**src/rtl/hioc_pkg.sv**
```systemverilog
package hioc_pkg;

    localparam int BUCKETS_DEF     = 1024;
    localparam int CHAIN_SLOTS_DEF = 4096;

    localparam int ID_W   = 64;
    localparam int DATA_W = 32;
    localparam int PERM_W = 32;
    localparam int FLAG_W = 64;
    localparam int LINK_W = 13;
    localparam int SLOT_W = 13;

    localparam logic ST_INSERTED = 1'b0;
    localparam logic ST_FULL     = 1'b1;

    typedef struct packed {
        logic [ID_W-1:0]   id_high;
        logic [ID_W-1:0]   id_low;
        logic [DATA_W-1:0] data;
        logic [FLAG_W-1:0] flag_word;
        logic [PERM_W-1:0] perm;
        logic [LINK_W-1:0] link;
    } entry_t;

endpackage

```
**src/rtl/hioc_walk_ctrl.sv**
```systemverilog
module hioc_walk_ctrl
    import hioc_pkg::*;
#(
    parameter int BUCKETS     = BUCKETS_DEF,
    parameter int CHAIN_SLOTS = CHAIN_SLOTS_DEF
)
(
    input  logic                                       clk,
    input  logic                                       rst_n,
    input  logic                                       start,
    output logic                                       busy,
    input  logic [ID_W-1:0]                            id_high,
    input  logic [ID_W-1:0]                            id_low,
    input  logic [DATA_W-1:0]                          data_offset,
    input  logic [PERM_W-1:0]                          perm_mask,
    input  logic [FLAG_W-1:0]                          entry_flags,
    output logic                                       done,
    output logic                                       status,
    output logic [SLOT_W-1:0]                          slot_index,
    output logic                                       ram_we,
    output logic [$clog2(BUCKETS + CHAIN_SLOTS)-1:0]   ram_waddr,
    output entry_t                                     ram_wdata,
    output logic                                       ram_re,
    output logic [$clog2(BUCKETS + CHAIN_SLOTS)-1:0]   ram_raddr,
    input  entry_t                                     ram_rdata
);

    localparam int TS = BUCKETS + CHAIN_SLOTS;
    localparam int AW = $clog2(TS);
    localparam int PW = $clog2(TS + 1);
    localparam int IW = $clog2(TS + 2);
    localparam int BW = $clog2(BUCKETS);
    localparam int CW = (LINK_W > PW) ? LINK_W : PW;

    localparam logic [PW-1:0] PTR_END   = PW'(TS);
    localparam logic [PW-1:0] PTR_LAST  = PW'(TS - 1);
    localparam logic [PW-1:0] PTR_FIRST = PW'(BUCKETS);
    localparam logic [IW-1:0] ITER_MAX  = IW'(TS + 1);
    localparam logic [CW-1:0] LINK_END  = CW'(TS);

    localparam logic [2:0] S_CLEAR  = 3'd0;
    localparam logic [2:0] S_IDLE   = 3'd1;
    localparam logic [2:0] S_LOOK   = 3'd2;
    localparam logic [2:0] S_SCAN   = 3'd3;
    localparam logic [2:0] S_RELOAD = 3'd4;

    logic [2:0]        state_reg,  state_next;
    logic [AW-1:0]     cur_reg,    cur_next;
    logic [PW-1:0]     ptr_reg,    ptr_next;
    logic [IW-1:0]     iter_reg,   iter_next;
    logic              done_reg,   done_next;
    logic              status_reg, status_next;
    logic [SLOT_W-1:0] slot_reg,   slot_next;
    entry_t            in_reg,     in_next;
    entry_t            hold_reg,   hold_next;

    logic          rd_empty;
    logic          rd_free;
    logic          link_ok;
    logic [PW-1:0] ptr_inc;
    logic [AW-1:0] home;

    // shared compare unit on the entry just read
    assign rd_empty = (ram_rdata.id_high == '0) && (ram_rdata.id_low == '0);
    assign rd_free  = rd_empty && (ram_rdata.link == '0);
    assign link_ok  = (ram_rdata.link != '0) && (CW'(ram_rdata.link) < LINK_END);
    assign ptr_inc  = ptr_reg + 1'b1;
    assign home     = AW'(id_low[BW-1:0]);

    always_comb
    begin
        state_next  = state_reg;
        cur_next    = cur_reg;
        ptr_next    = ptr_reg;
        iter_next   = iter_reg;
        done_next   = 1'b0;
        status_next = status_reg;
        slot_next   = slot_reg;
        in_next     = in_reg;
        hold_next   = hold_reg;
        ram_we      = 1'b0;
        ram_waddr   = cur_reg;
        ram_wdata   = in_reg;
        ram_re      = 1'b0;
        ram_raddr   = cur_reg;

        unique case (state_reg)
            S_CLEAR:
            begin
                ram_we    = 1'b1;
                ram_waddr = AW'(ptr_reg);
                ram_wdata = '0;
                if (ptr_reg == PTR_LAST)
                begin
                    ptr_next   = PTR_FIRST;
                    state_next = S_IDLE;
                end
                else
                begin
                    ptr_next = ptr_inc;
                end
            end
            S_IDLE:
            begin
                if (start)
                begin
                    in_next.id_high   = id_high;
                    in_next.id_low    = id_low;
                    in_next.data      = data_offset;
                    in_next.flag_word = entry_flags;
                    in_next.perm      = perm_mask;
                    in_next.link      = '0;
                    cur_next          = home;
                    iter_next         = '0;
                    ram_re            = 1'b1;
                    ram_raddr         = home;
                    state_next        = S_LOOK;
                end
            end
            S_LOOK:
            begin
                if (iter_reg == ITER_MAX)
                begin
                    done_next   = 1'b1;
                    status_next = ST_FULL;
                    slot_next   = '0;
                    state_next  = S_IDLE;
                end
                else
                begin
                    iter_next = iter_reg + 1'b1;
                    if (rd_empty)
                    begin
                        ram_we         = 1'b1;
                        ram_wdata      = in_reg;
                        ram_wdata.link = ram_rdata.link;
                        done_next      = 1'b1;
                        status_next    = ST_INSERTED;
                        slot_next      = SLOT_W'(cur_reg);
                        state_next     = S_IDLE;
                    end
                    else if (link_ok)
                    begin
                        cur_next  = AW'(ram_rdata.link);
                        ram_re    = 1'b1;
                        ram_raddr = AW'(ram_rdata.link);
                    end
                    else
                    begin
                        hold_next = ram_rdata;
                        if (ptr_reg == PTR_END)
                        begin
                            done_next   = 1'b1;
                            status_next = ST_FULL;
                            slot_next   = '0;
                            state_next  = S_IDLE;
                        end
                        else
                        begin
                            ram_re     = 1'b1;
                            ram_raddr  = AW'(ptr_reg);
                            state_next = S_SCAN;
                        end
                    end
                end
            end
            S_SCAN:
            begin
                // overflow slots never become free again, so the scan resumes at ptr
                if (rd_free)
                begin
                    ram_we         = 1'b1;
                    ram_wdata      = hold_reg;
                    ram_wdata.link = LINK_W'(ptr_reg);
                    cur_next       = AW'(ptr_reg);
                    state_next     = S_RELOAD;
                end
                else
                begin
                    ptr_next = ptr_inc;
                    if (ptr_inc == PTR_END)
                    begin
                        done_next   = 1'b1;
                        status_next = ST_FULL;
                        slot_next   = '0;
                        state_next  = S_IDLE;
                    end
                    else
                    begin
                        ram_re    = 1'b1;
                        ram_raddr = AW'(ptr_inc);
                    end
                end
            end
            S_RELOAD:
            begin
                ram_re     = 1'b1;
                ram_raddr  = cur_reg;
                state_next = S_LOOK;
            end
            default:
            begin
                state_next = S_IDLE;
            end
        endcase
    end

    always_ff @(posedge clk or negedge rst_n)
    begin
        if (!rst_n)
        begin
            state_reg  <= S_CLEAR;
            cur_reg    <= '0;
            ptr_reg    <= '0;
            iter_reg   <= '0;
            done_reg   <= 1'b0;
            status_reg <= ST_INSERTED;
            slot_reg   <= '0;
        end
        else
        begin
            state_reg  <= state_next;
            cur_reg    <= cur_next;
            ptr_reg    <= ptr_next;
            iter_reg   <= iter_next;
            done_reg   <= done_next;
            status_reg <= status_next;
            slot_reg   <= slot_next;
        end
    end

    always_ff @(posedge clk)
    begin
        in_reg   <= in_next;
        hold_reg <= hold_next;
    end

    assign busy       = (state_reg != S_IDLE);
    assign done       = done_reg;
    assign status     = status_reg;
    assign slot_index = slot_reg;

endmodule

```
**config.mk**
```make
export PLATFORM = sky130hd
export DESIGN_NAME = hioc_walk_ctrl
export DESIGN_NICKNAME = d
export VERILOG_FILES = /design/src/rtl/hioc_pkg.sv /design/src/rtl/hioc_walk_ctrl.sv
export SDC_FILE = /design/constraint.sdc
export NUM_CORES = 1
export LEC_CHECK = 0
export ABC_AREA = 1
export BUFFER_PORTS_ARGS = -buffer_cell sky130_fd_sc_hd__buf_4
export CORE_AREA = 2 2 331 333
export DETAILED_ROUTE_END_ITERATION = 8
export DIE_AREA = 0 0 333 335
export PLACE_DENSITY = 0.5
export SYNTH_ARGS = -nofsm -noshare
export SYNTH_HDL_FRONTEND = slang
export SYNTH_SLANG_ARGS = --single-unit
```
**constraint.sdc**
```tcl
create_clock -name clk -period 28.8 [get_ports clk]
set_input_delay 1.44 -clock clk [delete_from_list [all_inputs] [get_ports clk]]
set_output_delay 1.44 -clock clk [all_outputs]
set_load 0.03 [all_outputs]
```
==> results_dict.tcl <==
set metrics [dict create \
    cts_root_buf "clkbuf_16" \
    min_period_over_period_pct 25.2 \
    synthCells 2189 \
    yosys.area_share.simple_pct 17.1 \
    p_leak_nw 13.8 \
    initial_core_util_pct 22.2 \
    io_buffers 840 \
    max_stage_delay_ns 0.66 \
    die-area_sq_um 112000 \
    status "finished, final reports clean" \
    layout_commonest_cell "buf_4" \
    synth_fa_ha_area_share_pct 0.209 \
    cts_buffers 71 \
    crit_chain "buf_4, nor2_1, nand2_1, nor2_1, nand2_1, nor2_1, nand2_1, nor2_4, nand2_1, buf_4, nand2_2, nand2_8, buf_4, o21ai_1, nand2_1, buf_4" \
    crit_required_ns 27.36 \
    synth_top_family_by_area "simple AND/OR/NAND/NOR gates" \
    hold_violations 0 \
    vias_per_cell 4.47 \
    finClkSkew_ns 0.0259 \
    hold_path.class "register to register" \
    post_cts_resized 0 \
    max_freq_mhz 138 \
    cp_slowest_cell "buf_4" \
    crit_type "input pin to output port" \
    cts_tree "yes" \
    core_area_sq_um 108000 \
    std_cell_rows 121 \
    holdBufCountCts 0 \
    max_slew.worst_pin.slew_ns 1.26 \
    start_kind "input pin" \
    synth.area.mux_share_pct 0 \
    critical_path.max_fanout 121 \
    fin_crit_ns 7.26 \
    placed_cells 4343 \
    synth_nets 2721 \
    vias 20000 \
    areaGrowthSynthToFinish_pct 41.4 \
    dp_hpwl_mm 73.5 \
    final_cell_mix "853 x buf_4, 743 x nand2_1, 512 x edfxtp_1" \
    first_iter_violations 1508 \
    rsz0062_at_grt "no" \
    post_cts_buffers 0 \
    grt_util_all_layers_pct 17.5 \
    firstDrtPassIters 5 \
    cpMostUsedCell "nand2_1" \
    fp.dieW_um 333 \
    fin_setup_tns_ns 0 \
    max-slew-margin-rel_pct 15.7 \
    synth.avg_cell_area_sq_um 10.9 \
    cap_violations 0 \
    finalNonFillerCells 4479 \
    yosysUniqueCellTypes 32 \
    wire_per_inst_um 22.8 \
    crit_arrival_ns 5.82 \
    ys_seq_area_share_pct 70.1 \
    drc_errors 0 \
    cts.sinks 569 \
    ys_seq_elements 569 \
    synth_area_sq_um 24000 \
    grt_antenna_before_repair 15 \
    synth_xor_xnor_area_share_pct 0.402 \
    io_pins 841 \
    drive_gt1_share_pct 32.4 \
    synth_compound_area_share_pct 8.64 \
    clock_latency_ns 0.62 \
    grt_pass1_vias 19400 \
    finalWirelength_mm 102 \
    path_clk_slew_ns 0.06 \
    dieHeight_um 335 \
    ant_nets 0 \
    nets 3534 \
    endpoint_kind "output port" \
    setup_violations 0 \
    gp_congestion 0.912 \
    synth_warnings 0 \
    cellPowerDensity_nw_per_um2 106 \
    grt_max_degree 149 \
    grt_pass1_wl_mm 142 \
    drv_slew 0 \
    cts_max_path_buffers 3 \
    grt_overflow 0 \
    max-vdd-ir-drop_mv 0.0878 \
    cts.htree.levels 3 \
]
==> area by class of cell <==
type	instances	area (sq um)
Antenna cell	16	40.0
Clock buffer	88	1850
Clock inverter	32	310
Fill cell	11200	74200
Inverter	80	308
Multi-Input combinational cell	1424	6340
Sequential cell	569	16800
Tap cell	1414	1770
Timing Repair Buffer	856	6460
==> stage by stage <==
step                hold slack [ns]  worst slack (ns)  instance area, sq um  total power, mW  utilization, %
floorplan                     0.445              7.97                 24000             2.12               -
global route                  0.517             21.24                 33900             3.76            31.3
CTS                           0.480             21.46                 33800             3.64            31.3
global placement              0.471             21.49                 31700             2.76            29.3
finish                        0.480             21.54                 33900             3.59            31.3
detailed placement            0.467             21.48                 31700             2.76            29.3
==> power by group <==
| part | leakage [nW] | switching, mW | internal (mW) |
|---|---|---|---|
| clock network | 1.06 | 0.365 | 0.493 |
| logic | 7.28 | 1.17 | 0.454 |
| registers | 5.45 | 0.0546 | 1.06 |
==> critical path: cells and delay by family <==
| family | cells | cell delay (ns) |
|---|---|---|
| simple gates | 11 | 2.49 |
| buf+inv | 4 | 1.23 |
| compound gates | 1 | 0.48 |
==> cell families after synthesis <==
logic type,Yosys count
AND/OR/NAND/NOR,1012
flip-flops,569
AO/OA/AOI/OAI,397
buffers and inverters,196
XOR/XNOR,11
adder cells (fa/ha/maj),4
==> Yosys cell counts <==
cell      instances  area share (%)
nor2_2            3           0.078
nor2_1          117             1.8
buf_4            14            0.44
nand2_2           6            0.16
nand3_2           2           0.084
nor2_4            3            0.14
o21ai_1         255             5.3
ha_1              4            0.21
a21oi_1          17            0.36
o21ai_0          87             1.8
inv_1            73             1.1
a31oi_1           2           0.052
xnor2_1           1           0.037
nand3_1          92             1.9
edfxtp_1        512              64
o31ai_1           2           0.063
nor4_1            2           0.052
o32ai_1          13            0.48
clkbuf_1         28            0.44
nor3_2            2           0.084
nand2_1         743              12
nor3_1            8            0.17
nand3b_1          1           0.031
dfrtp_1          57             6.0
buf_1            23            0.36
inv_2             7            0.11
o21a_1            1           0.031
nand4_1          22            0.57
o22ai_1          20            0.52
buf_2            51             1.1
xor2_1           10            0.37
or2_2            11            0.29
==> worst paths after layout <==
| path | from | endpoint | slack (ns) | cells past startpoint |
|---|---|---|---|---|
| worst max-delay path | ram_rdata[254] | ram_wdata[179] | 21.54 | 16 |
| worst min register to register | iter_reg[2]$_DFFE_PN0P_ | iter_reg[2]$_DFFE_PN0P_ | 0.48 | 1 |
| worst min-delay path | iter_reg[2]$_DFFE_PN0P_ | iter_reg[2]$_DFFE_PN0P_ | 0.48 | 1 |
| worst max register to register | state_reg[2]$_DFFE_PN0P_ | hold_reg[240]$_DFFE_PP_ | 24.20 | 8 |
| max in group asynchronous | rst_n | iter_reg[4]$_DFFE_PN0P_ | 27.35 | 1 |
| min in group asynchronous | rst_n | slot_index[12]$_DFFE_PN0P_ | 0.92 | 1 |
==> metal layers <==
| layer | track usage, % | share of wire, % | vias up |
|---|---|---|---|
| met5 | 0 | 0.026 | - |
| met4 | 6.10 | 2.6 | 4 |
| met1 | 21.6 | 40 | 9790 |
| li1 | - | - | 9252 |
| met2 | 28.9 | 49 | 835 |
| met3 | 5.29 | 8.4 | 137 |
Power figures use the tool's default switching activity.
